$ cat src/rtl/core/tag_text_to_utf8_transcoder_macros.svh
// assertion macros shared by the transcoder rtl
// no dependencies; define ASSERT_OFF to compile the checks out
`ifndef TAG_TEXT_TO_UTF8_TRANSCODER_MACROS_SVH
`define TAG_TEXT_TO_UTF8_TRANSCODER_MACROS_SVH
`ifndef ASSERT_OFF
`define TT2U_ASSERT(lbl, clk, rst, prop, msg) \
   lbl: assert property (@(posedge clk) disable iff (rst) prop) else $error(msg);
`define TT2U_ASSERT_NEXT(lbl, clk, rst, ante, cons, msg) \
   lbl: assert property (@(posedge clk) disable iff (rst) (ante) |=> (cons)) else $error(msg);
`else
`define TT2U_ASSERT(lbl, clk, rst, prop, msg)
`define TT2U_ASSERT_NEXT(lbl, clk, rst, ante, cons, msg)
`endif
`endif

$ cat src/rtl/core/tt2u_pkg.sv
// types and constants of the text-to-utf8 transcoder
// no dependencies; used by every module of the block
`default_nettype none

package tt2u_pkg;

   typedef struct packed {
      logic [7:0] in_byte;
      logic       first_byte;
      logic       last_byte;
   } req_type;

   typedef struct packed {
      logic [7:0] out_byte;
      logic [7:0] out_position;
      logic       is_final;
      logic [7:0] final_length;
   } rsp_type;

   // one accepted byte turned into up to three utf-8 bytes and an optional closing beat
   typedef struct packed {
      logic [1:0]      byte_count;
      logic [2:0][7:0] bytes;
      logic [7:0]      start_pos;
      logic            is_final;
      logic [7:0]      final_length;
   } job_type;

   localparam int QUEUE_AW    = 2;
   localparam int QUEUE_DEPTH = 1 << QUEUE_AW;

   localparam logic [8:0] CAPACITY_RESET = 9'd64;

   localparam logic [1:0] ENC_LATIN1  = 2'd0;
   localparam logic [1:0] ENC_UTF16   = 2'd1;
   localparam logic [1:0] ENC_UTF16BE = 2'd2;
   localparam logic [1:0] ENC_UTF8    = 2'd3;

   localparam logic [15:0] UNIT_BOM  = 16'hFEFF;
   localparam logic [15:0] SURR_LO   = 16'hD800;
   localparam logic [15:0] SURR_HI   = 16'hDFFF;
   localparam logic [15:0] LIMIT_1B  = 16'h0080;
   localparam logic [15:0] LIMIT_2B  = 16'h0800;
   localparam logic [7:0]  LEAD_2B   = 8'hC0;
   localparam logic [7:0]  LEAD_3B   = 8'hE0;
   localparam logic [7:0]  CONT_BYTE = 8'h80;
   localparam logic [7:0]  QMARK     = 8'h3F;
   localparam logic [7:0]  BOM_FE    = 8'hFE;
   localparam logic [7:0]  BOM_FF    = 8'hFF;
   localparam logic [7:0]  ASCII_SP  = 8'h20;
   localparam logic [7:0]  ASCII_TAB = 8'h09;

endpackage

`default_nettype wire

$ cat src/rtl/core/tt2u_front.sv
// front end: takes input beats, tracks frame and encoding state, builds utf-8 jobs
// depends on tt2u_pkg and the transcoder macro header
`default_nettype none
`include "tag_text_to_utf8_transcoder_macros.svh"

module tt2u_front #(
   parameter int CAPACITY_LIMIT = 256
) (
   input  wire logic             clock,
   input  wire logic             reset,
   input  wire logic             push,
   input  wire logic             full,
   input  wire tt2u_pkg::req_type req_data,
   input  wire logic             valid,
   input  wire logic [8:0]       csr_data,
   output logic                  job_wr,
   output tt2u_pkg::job_type     job
);

   localparam int CW  = (CAPACITY_LIMIT > 1) ? $clog2(CAPACITY_LIMIT) : 1;
   localparam int CPW = (CW + 2 > 9) ? CW + 2 : 9;

   logic [8:0]    cap_cfg_ff;
   logic [1:0]    enc_ff, enc_in;
   logic          known_ff, known_in;
   logic          bom_ff, bom_in;
   logic          be_ff, be_in;
   logic [7:0]    held_ff, held_in;
   logic          held_vld_ff, held_vld_in;
   logic          skip_ff, skip_in;
   logic          stop_ff, stop_in;
   logic [CW-1:0] wcnt_ff, wcnt_in;
   logic [CW-1:0] kept_ff, kept_in, kept_mid;

   logic           acc;
   logic [7:0]     c;
   logic [15:0]    unit_cp;
   logic [CPW-1:0] cfg_w, cap_w, wcnt_w;
   logic           fit1, fit2, fit3;
   logic           ch_go, ch_raw, sur;
   logic [15:0]    cp;
   logic [1:0]     n;
   logic [2:0][7:0] b;

   assign acc     = push & ~full;
   assign c       = req_data.in_byte;
   assign unit_cp = be_ff ? {held_ff, c} : {c, held_ff};

   // effective capacity: zero acts as one, clamp to the limit
   always_comb begin
      cfg_w = CPW'(cap_cfg_ff);
      if (cfg_w == '0) begin
         cap_w = CPW'(1);
      end else if (cfg_w > CPW'(CAPACITY_LIMIT)) begin
         cap_w = CPW'(CAPACITY_LIMIT);
      end else begin
         cap_w = cfg_w;
      end
   end

   assign wcnt_w = CPW'(wcnt_ff);
   assign fit1   = (wcnt_w + CPW'(1)) < cap_w;
   assign fit2   = (wcnt_w + CPW'(2)) < cap_w;
   assign fit3   = (wcnt_w + CPW'(3)) < cap_w;

   always_comb begin
      enc_in      = enc_ff;
      known_in    = known_ff;
      bom_in      = bom_ff;
      be_in       = be_ff;
      held_in     = held_ff;
      held_vld_in = held_vld_ff;
      skip_in     = skip_ff;
      stop_in     = stop_ff;
      wcnt_in     = wcnt_ff;
      kept_mid    = kept_ff;
      kept_in     = kept_ff;
      ch_go       = 1'b0;
      ch_raw      = 1'b0;
      sur         = 1'b0;
      cp          = '0;
      n           = 2'd0;
      b           = '0;
      job         = '0;
      job_wr      = 1'b0;

      if (acc) begin
         if (req_data.first_byte) begin
            held_in     = '0;
            held_vld_in = 1'b0;
            skip_in     = 1'b0;
            wcnt_in     = '0;
            kept_mid    = '0;
            known_in    = 1'b1;
            enc_in      = c[1:0];
            stop_in     = |c[7:2];
            bom_in      = (c == 8'(tt2u_pkg::ENC_UTF16));
            be_in       = (c == 8'(tt2u_pkg::ENC_UTF16BE));
         end else if (known_ff && !stop_ff) begin
            unique case (enc_ff) inside
               tt2u_pkg::ENC_LATIN1: begin
                  if (c == 8'h00) begin
                     stop_in = 1'b1;
                  end else begin
                     ch_go = 1'b1;
                     cp    = {8'h00, c};
                  end
               end
               tt2u_pkg::ENC_UTF8: begin
                  if (c == 8'h00) begin
                     stop_in = 1'b1;
                  end else begin
                     ch_go  = 1'b1;
                     ch_raw = 1'b1;
                     cp     = {8'h00, c};
                  end
               end
               tt2u_pkg::ENC_UTF16, tt2u_pkg::ENC_UTF16BE: begin
                  if (held_vld_ff) begin
                     held_vld_in = 1'b0;
                     if (skip_ff) begin
                        skip_in = 1'b0;
                     end else if (bom_ff && held_ff == tt2u_pkg::BOM_FE &&
                                  c == tt2u_pkg::BOM_FF) begin
                        bom_in = 1'b0;
                        be_in  = 1'b1;
                     end else if (bom_ff && held_ff == tt2u_pkg::BOM_FF &&
                                  c == tt2u_pkg::BOM_FE) begin
                        bom_in = 1'b0;
                        be_in  = 1'b0;
                     end else begin
                        bom_in = 1'b0;
                        if (unit_cp == 16'h0000) begin
                           stop_in = 1'b1;
                        end else if (unit_cp == tt2u_pkg::UNIT_BOM) begin
                           stop_in = stop_ff;
                        end else if (unit_cp >= tt2u_pkg::SURR_LO &&
                                     unit_cp <= tt2u_pkg::SURR_HI) begin
                           skip_in = 1'b1;
                           sur     = 1'b1;
                        end else begin
                           ch_go = 1'b1;
                           cp    = unit_cp;
                        end
                     end
                  end else begin
                     held_in     = c;
                     held_vld_in = 1'b1;
                  end
               end
               default: begin
                  stop_in = stop_ff;
               end
            endcase
         end
      end

      // surrogate gives '?' only when it fits, and never stops
      if (sur && fit1) begin
         n    = 2'd1;
         b[0] = tt2u_pkg::QMARK;
      end

      if (ch_go) begin
         if (ch_raw || cp < tt2u_pkg::LIMIT_1B) begin
            if (fit1) begin
               n    = 2'd1;
               b[0] = cp[7:0];
            end else begin
               stop_in = 1'b1;
            end
         end else if (cp < tt2u_pkg::LIMIT_2B) begin
            if (fit2) begin
               n    = 2'd2;
               b[0] = tt2u_pkg::LEAD_2B | {3'b000, cp[10:6]};
               b[1] = tt2u_pkg::CONT_BYTE | {2'b00, cp[5:0]};
            end else begin
               stop_in = 1'b1;
            end
         end else begin
            if (fit3) begin
               n    = 2'd3;
               b[0] = tt2u_pkg::LEAD_3B | {4'h0, cp[15:12]};
               b[1] = tt2u_pkg::CONT_BYTE | {2'b00, cp[11:6]};
               b[2] = tt2u_pkg::CONT_BYTE | {2'b00, cp[5:0]};
            end else begin
               stop_in = 1'b1;
            end
         end
      end

      if (n != 2'd0) begin
         wcnt_in = wcnt_ff + CW'(n);
         // only a single ascii byte can be trailing white space
         if (!(n == 2'd1 && (b[0] == tt2u_pkg::ASCII_SP || b[0] == tt2u_pkg::ASCII_TAB))) begin
            kept_mid = wcnt_in;
         end
      end
      kept_in = kept_mid;

      job.byte_count = n;
      job.bytes      = b;
      job.start_pos  = 8'(wcnt_ff);

      if (acc && req_data.last_byte) begin
         job.is_final     = 1'b1;
         job.final_length = 8'(kept_mid);
         known_in         = 1'b0;
         stop_in          = 1'b0;
         held_vld_in      = 1'b0;
         skip_in          = 1'b0;
         bom_in           = 1'b0;
         wcnt_in          = '0;
         kept_in          = '0;
      end

      job_wr = acc && (n != 2'd0 || job.is_final);
   end

   always_ff @(posedge clock) begin
      if (reset) begin
         cap_cfg_ff  <= tt2u_pkg::CAPACITY_RESET;
         enc_ff      <= '0;
         known_ff    <= 1'b0;
         bom_ff      <= 1'b0;
         be_ff       <= 1'b0;
         held_ff     <= '0;
         held_vld_ff <= 1'b0;
         skip_ff     <= 1'b0;
         stop_ff     <= 1'b0;
         wcnt_ff     <= '0;
         kept_ff     <= '0;
      end else begin
         if (valid) begin
            cap_cfg_ff <= csr_data;
         end
         enc_ff      <= enc_in;
         known_ff    <= known_in;
         bom_ff      <= bom_in;
         be_ff       <= be_in;
         held_ff     <= held_in;
         held_vld_ff <= held_vld_in;
         skip_ff     <= skip_in;
         stop_ff     <= stop_in;
         wcnt_ff     <= wcnt_in;
         kept_ff     <= kept_in;
      end
   end

   `TT2U_ASSERT(a_job_not_empty, clock, reset, job_wr |-> (job.byte_count != 2'd0 || job.is_final), "job with nothing to send")
   `TT2U_ASSERT_NEXT(a_frame_opens, clock, reset, acc && req_data.first_byte && !req_data.last_byte, known_ff && wcnt_ff == '0, "frame start did not open a frame")

endmodule

`default_nettype wire

$ cat src/rtl/core/tt2u_queue.sv
// small job queue between front and back end
// depends on tt2u_pkg and the transcoder macro header
`default_nettype none
`include "tag_text_to_utf8_transcoder_macros.svh"

module tt2u_queue (
   input  wire logic              clock,
   input  wire logic              reset,
   input  wire logic              wr_en,
   input  wire tt2u_pkg::job_type wr_data,
   output logic                   full,
   input  wire logic              rd_en,
   output tt2u_pkg::job_type      rd_data,
   output logic                   empty
);

   localparam int AW = tt2u_pkg::QUEUE_AW;

   tt2u_pkg::job_type mem_ff [tt2u_pkg::QUEUE_DEPTH];
   logic [AW-1:0]     wptr_ff, wptr_in;
   logic [AW-1:0]     rptr_ff, rptr_in;
   logic [AW:0]       cnt_ff, cnt_in;
   logic              do_wr, do_rd;

   assign full    = (cnt_ff == (AW + 1)'(tt2u_pkg::QUEUE_DEPTH));
   assign empty   = (cnt_ff == '0);
   assign rd_data = mem_ff[rptr_ff];
   assign do_wr   = wr_en & ~full;
   assign do_rd   = rd_en & ~empty;

   always_comb begin
      wptr_in = do_wr ? wptr_ff + AW'(1) : wptr_ff;
      rptr_in = do_rd ? rptr_ff + AW'(1) : rptr_ff;
      cnt_in  = cnt_ff;
      if (do_wr && !do_rd) begin
         cnt_in = cnt_ff + (AW + 1)'(1);
      end else if (do_rd && !do_wr) begin
         cnt_in = cnt_ff - (AW + 1)'(1);
      end
   end

   always_ff @(posedge clock) begin
      if (do_wr) begin
         mem_ff[wptr_ff] <= wr_data;
      end
   end

   always_ff @(posedge clock) begin
      if (reset) begin
         wptr_ff <= '0;
         rptr_ff <= '0;
         cnt_ff  <= '0;
      end else begin
         wptr_ff <= wptr_in;
         rptr_ff <= rptr_in;
         cnt_ff  <= cnt_in;
      end
   end

   `TT2U_ASSERT(a_no_write_when_full, clock, reset, full |-> !wr_en, "job written into a full queue")

endmodule

`default_nettype wire

$ cat src/rtl/core/tt2u_back.sv
// back end: unrolls queued jobs into result beats through an output register
// depends on tt2u_pkg and the transcoder macro header
`default_nettype none
`include "tag_text_to_utf8_transcoder_macros.svh"

module tt2u_back (
   input  wire logic              clock,
   input  wire logic              reset,
   input  wire logic              q_empty,
   input  wire tt2u_pkg::job_type head,
   output logic                   q_rd,
   output logic                   empty,
   input  wire logic              pop,
   output tt2u_pkg::rsp_type      rsp_data
);

   logic [1:0]        idx_ff, idx_in;
   logic              out_vld_ff, out_vld_in;
   tt2u_pkg::rsp_type out_ff, out_in;
   logic [2:0]        pieces;
   logic              slot_free, step, last_piece;

   assign pieces     = {1'b0, head.byte_count} + {2'b00, head.is_final};
   assign slot_free  = ~out_vld_ff | pop;
   assign step       = ~q_empty & slot_free;
   assign last_piece = ({1'b0, idx_ff} + 3'd1) == pieces;
   assign q_rd       = step & last_piece;
   assign empty      = ~out_vld_ff;
   assign rsp_data   = out_ff;

   always_comb begin
      out_in     = out_ff;
      out_vld_in = out_vld_ff;
      idx_in     = idx_ff;
      if (step) begin
         out_vld_in = 1'b1;
         idx_in     = last_piece ? 2'd0 : idx_ff + 2'd1;
         out_in     = '0;
         if (idx_ff < head.byte_count) begin
            out_in.out_byte     = head.bytes[idx_ff];
            out_in.out_position = head.start_pos + {6'b000000, idx_ff};
         end else begin
            // closing beat of the frame
            out_in.is_final     = 1'b1;
            out_in.final_length = head.final_length;
         end
      end else if (pop) begin
         out_vld_in = 1'b0;
      end
   end

   always_ff @(posedge clock) begin
      out_ff <= out_in;
   end

   always_ff @(posedge clock) begin
      if (reset) begin
         idx_ff     <= 2'd0;
         out_vld_ff <= 1'b0;
      end else begin
         idx_ff     <= idx_in;
         out_vld_ff <= out_vld_in;
      end
   end

   `TT2U_ASSERT(a_mid_job_has_head, clock, reset, idx_ff != 2'd0 |-> !q_empty, "job lost while partly sent")

endmodule

`default_nettype wire

$ cat src/rtl/core/tag_text_to_utf8_transcoder.sv
// top level of the tag text frame to utf-8 transcoder
// depends on tt2u_pkg, tt2u_front, tt2u_queue and tt2u_back
//
//  channel   direction  handshake          payload
//  request   in         push / full        req_data (tt2u_pkg::req_type)
//  response  out        empty / pop        rsp_data (tt2u_pkg::rsp_type)
//  csr       in         valid / ready      csr_data (out_capacity, 9 bit)
//
// a request beat is taken every cycle while the 4-entry job queue has room
// the back end sends one result beat per cycle while pop keeps its output register free:
// a byte makes 0 to 3 utf-8 beats, plus one closing beat on the last byte
// a first result passes through the job queue and then the output register
// reset is synchronous; csr is always ready
`default_nettype none

module tag_text_to_utf8_transcoder #(
   parameter int CAPACITY_LIMIT = 256
) (
   input  wire logic              clock,
   input  wire logic              reset,
   input  wire logic              push,
   output logic                   full,
   input  wire tt2u_pkg::req_type req_data,
   output logic                   empty,
   input  wire logic              pop,
   output tt2u_pkg::rsp_type      rsp_data,
   input  wire logic              valid,
   output logic                   ready,
   input  wire logic [8:0]        csr_data
);

   logic              job_wr;
   tt2u_pkg::job_type job;
   tt2u_pkg::job_type head;
   logic              q_full, q_empty, q_rd;

   assign full  = q_full;
   assign ready = 1'b1;

   tt2u_front #(
      .CAPACITY_LIMIT(CAPACITY_LIMIT)
   ) u_front (
      .clock    (clock),
      .reset    (reset),
      .push     (push),
      .full     (q_full),
      .req_data (req_data),
      .valid    (valid),
      .csr_data (csr_data),
      .job_wr   (job_wr),
      .job      (job)
   );

   tt2u_queue u_queue (
      .clock   (clock),
      .reset   (reset),
      .wr_en   (job_wr),
      .wr_data (job),
      .full    (q_full),
      .rd_en   (q_rd),
      .rd_data (head),
      .empty   (q_empty)
   );

   tt2u_back u_back (
      .clock    (clock),
      .reset    (reset),
      .q_empty  (q_empty),
      .head     (head),
      .q_rd     (q_rd),
      .empty    (empty),
      .pop      (pop),
      .rsp_data (rsp_data)
   );

endmodule

`default_nettype wire
$ cat config.mk
export PLATFORM = sky130hd
export DESIGN_NAME = tag_text_to_utf8_transcoder
export DESIGN_NICKNAME = d
export VERILOG_FILES = /design/src/rtl/core/tt2u_pkg.sv /design/src/rtl/core/tt2u_front.sv /design/src/rtl/core/tt2u_queue.sv /design/src/rtl/core/tt2u_back.sv /design/src/rtl/core/tag_text_to_utf8_transcoder.sv
export VERILOG_INCLUDE_DIRS = /design/src /design/src/rtl/core
export SDC_FILE = /design/constraint.sdc
export NUM_CORES = 1
export LEC_CHECK = 0
export BUFFER_PORTS_ARGS = -buffer_cell sky130_fd_sc_hd__buf_2
export CORE_MARGIN = 4
export CORE_UTILIZATION = 60
export CTS_BUF_LIST = sky130_fd_sc_hd__clkbuf_4 sky130_fd_sc_hd__clkbuf_8 sky130_fd_sc_hd__clkbuf_16
export CTS_CLUSTER_DIAMETER = 100
export DETAILED_ROUTE_END_ITERATION = 12
export MAX_ROUTING_LAYER = met4
export PLACE_DENSITY = 0.84
export SYNTH_ARGS = -nofsm -noshare
export SYNTH_HDL_FRONTEND = slang
export SYNTH_SLANG_ARGS = --single-unit
export TNS_END_PERCENT = 30
$ cat constraint.sdc
create_clock -name clock -period 6.2 [get_ports clock]
set_clock_uncertainty 0.1 [all_clocks]
set_input_delay 0.62 -clock clock [delete_from_list [all_inputs] [get_ports clock]]
set_output_delay 0.62 -clock clock [all_outputs]
set_load 0.01 [all_outputs]
==> flow_summary.yaml <==
outcome:
  status: "complete, no violations"
clocking:
  cts_tree: "done"
  cts_hold_buf: 0
  ctsResizeCount: 0
  postCtsSetupRepairBufs: 0
  clk_path_buf_depth: 3
  cts.sinks: 238
  cts_buffers: 25
  clk_pin_slew_ns: 0.06
  insertion_delay_ns: 0.53
  htreeDepth: 1
  cts_root_buffer: "clkbuf_16"
layout:
  fillCellCount: 1369
  diodes: 0
  drive_gt1_share_pct: 18.0
  synthToLayoutAreaGrowth_pct: 10.7
  final_cells: 1255
  final_util_pct: 67.4
  num-nets-final: 1040
route:
  dr.pass1.iters: 5
  drt-vias-per-instance: 6.25
  vias: 7845
  routed_wirelength_um: 25700
  ant_nets: 0
  post-route-drc-count: 0
  post_drt_wl_per_cell_um: 20.5
  first_iter_violations: 652
sta:
  setup-violations-final: 0
  final_hold_viol_count: 0
  rsz0062_at_grt: "false"
  tightest_slew_ns: 1.08
  max_slew_margin_pct: 28.3
  period_needed_ns: 5.40
  setup_tns_ns: 0
  final_max_slew_viol_count: 0
  post-route-period-util_pct: 87.1
  timing.fmax_ghz: 0.185
critical_path:
  path_cells: "inv_1 -> ha_1 -> a21oi_1 -> nor2_1 -> xor2_1 -> ha_1 -> a21o_1 -> a21oi_1 -> o211ai_1 -> or3_4 -> clkinv_8 -> o21ai_1 -> nand3_1 -> buf_4 -> o21a_1 -> ha_1 -> inv_1 -> fa_1 -> xor2_1 -> or3_1 -> a21oi_1"
  reg2reg_slack_ns: 0.80
  cp_num_buf_inv: 4
  worstPathArrival_ns: 5.75
  crit_type: "reg2reg"
  cp-end-kind: "flop"
  slowest_stage: "dfxtp_1"
  cp.depth: 21
  path_delay_family: "compound AO/OA/AOI/OAI gates"
  worstSetupStartpointType: "flop"
  critPathRequiredTime_ns: 6.55
  critPathMaxFanout: 18
  r2r_cells: 21
  cpPeakStageDelay_ns: 0.60
place:
  gp_congestion: 0.943
  place_inst: 1209
  dpl.hpwl_um: 17300
  numPortBuffers: 50
synth:
  ys.flop_type: "edfxtp_1"
  synth-xor-area-share_pct: 2.75
  ys_async_sr_fraction_pct: 0
  synth-seq-area-share_pct: 56.1
  syn-num-nets: 1002
  synth_top_area_share_pct: 47.1
  synth-simple-area-share_pct: 12.9
  synth_fa_ha_area_share_pct: 4.96
  yosys.area.top_type: "edfxtp_1"
  synth_compound_area_share_pct: 10.1
  syn-instance-count: 933
  synthTopCellsByArea: "edfxtp_1 (47%), dfxtp_1 (9.0%), mux4_2 (7.6%)"
  syn_area_um2: 11800
  ys_ff_latch: 238
  avgSynthCellArea_um2: 12.6
  synth-edff-count: 185
  synthMuxAreaShare_pct: 9.87
  synth_top_family_by_area: "simple AND/OR/NAND/NOR gates"
  ys_warn_count: 0
  yosysUniqueCellTypes: 85
floorplan:
  initial_core_util_pct: 60.8
  die-area_um2: 22000
  die_x_um: 148
  core_area_um2: 19400
  ios: 52
  fp.dieH_um: 148
  num_rows: 51
global_routing:
  grt_overflow: 0
  antenna_found_initial: 0
  grt.total_usage_pct: 24.4
  grt_max_degree: 41
  grt_pass1_wl_um: 41600
  first_global_vias: 7720
power:
  comb_power_share_pct: 17.4
  p_leak_uw: 0.00472
  peakVddDrop_uv: 236
  sw_frac_of_total_pct: 26.9
  p_sw_uw: 1130
  p_per_area_nw_per_um2: 322
  power.internal_uw: 3070
  pwr-share-clk_pct: 34.5
  power_frac_seq_pct: 48.1
worst_hold_path:
  whs_path_depth: 2
  hold_path_class: "in2reg"
job:
  maxCapViolCount: 0
flip-flops by register name (all words and copies together) (netlist names), 2 cells and up, named ones only:
signal              cells
u_queue.rptr_ff         2
u_front.kept_ff         8
u_front.wcnt_ff         8
u_queue.wptr_ff         2
u_queue.cnt_ff          3
u_front.cap_cfg_ff      9
u_front.held_ff         8
u_front.enc_ff          2
u_back.rsp_data        25
u_back.idx_ff           2
u_queue.mem_ff        160
layout by cell type, fill, tap and decap left out, types with 5 or more instances in the layout:
cell type	n
a211o_1	6
a211oi_1	19
a21o_1	9
a21oi_1	40
a22oi_1	12
and2_1	21
and3_1	12
buf_2	50
buf_4	10
clkbuf_16	25
clkinv_1	5
dfxtp_1	51
edfxtp_1	185
ha_1	42
inv_1	34
mux2i_1	25
mux4_2	40
nand2_1	59
nand3_1	49
nand3b_1	5
nand4_1	6
nor2_1	73
nor2b_1	5
nor3_1	18
nor4_1	7
o211ai_1	6
o21ai_0	13
o21ai_1	6
o22ai_1	14
or3_1	6
xnor2_1	17
xor2_1	20
stage by stage:
| step | setup slack (ns) | area [µm²] | hold WS (ns) | power [µW] |
|---|---|---|---|---|
| 2_1_floorplan | 1.54 | 11800 | 0.340 | 2540 |
| 3_3_place_gp | 1.11 | 12200 | 0.349 | 2750 |
| 3_5_place_dp | 0.857 | 12200 | 0.355 | 2780 |
| 4_1_cts | 0.848 | 13100 | 0.184 | 4230 |
| 5_1_grt | 0.313 | 13100 | 0.196 | 4400 |
| 6_report | 0.801 | 13100 | 0.201 | 4200 |
power by group through the flow:
stage,sequential (µW),combinational [µW],clock (µW)
after floorplan,2060,479,0
after global placement,2050,702,0
after detailed placement,2050,726,0
after CTS,2020,735,1470
after global routing,2040,810,1550
final,2020,732,1450
cell usage after synthesis, types with 20 or more instances:
| master | n |
|---|---|
| xor2_1 | 20 |
| clkbuf_1 | 25 |
| mux2i_1 | 25 |
| a21oi_1 | 40 |
| and2_1 | 25 |
| mux4_2 | 40 |
| inv_1 | 34 |
| nor2_1 | 73 |
| nand2_1 | 59 |
| nand3_1 | 49 |
| dfxtp_1 | 53 |
| ha_1 | 42 |
| edfxtp_1 | 185 |
kinds of logic (layout without fill, tap and decap cells):
logic type,Yosys count,count (layout)
buf+inv,87,144
mux,66,66
simple gates,295,295
flops,238,238
compound gates,164,164
fa+ha+maj,45,45
xor+xnor,37,37
other cells,1,1
final timing paths:
check,endpoint,startpoint
setup / recovery,u_queue.cnt_ff[2],u_front.wcnt_ff[1]
hold / removal,u_front.cap_cfg_ff[6],csr_data[6]
setup reg to reg,u_queue.cnt_ff[2],u_front.wcnt_ff[1]
hold reg to reg,u_front.enc_ff[0],u_front.enc_ff[0]
final cells by class:
cell class                      count  area (µm²)  area share, %
Timing Repair Buffer               61         345           2.64
Inverter                           37         151           1.16
Tap cell                          265         332           2.54
Clock buffer                       32         697           5.33
Multi-Input combinational cell    608        4800           36.7
Sequential cell                   238        6620           50.7
Clock inverter                     14         120          0.919
metal layers:
metal | routed length, µm | GRT usage [%] | vias up | part of all wire, %
li1 | - | - | 3648 | -
met1 | 10500 | 33.4 | 3792 | 41
met3 | 1920 | 3.23 | 70 | 7.5
met4 | 730 | 6.65 | 0 | 2.8
met5 | 0 | - | - | 0
met2 | 12500 | 39.3 | 335 | 49
Note: power is estimated with default switching activity, not from simulation.
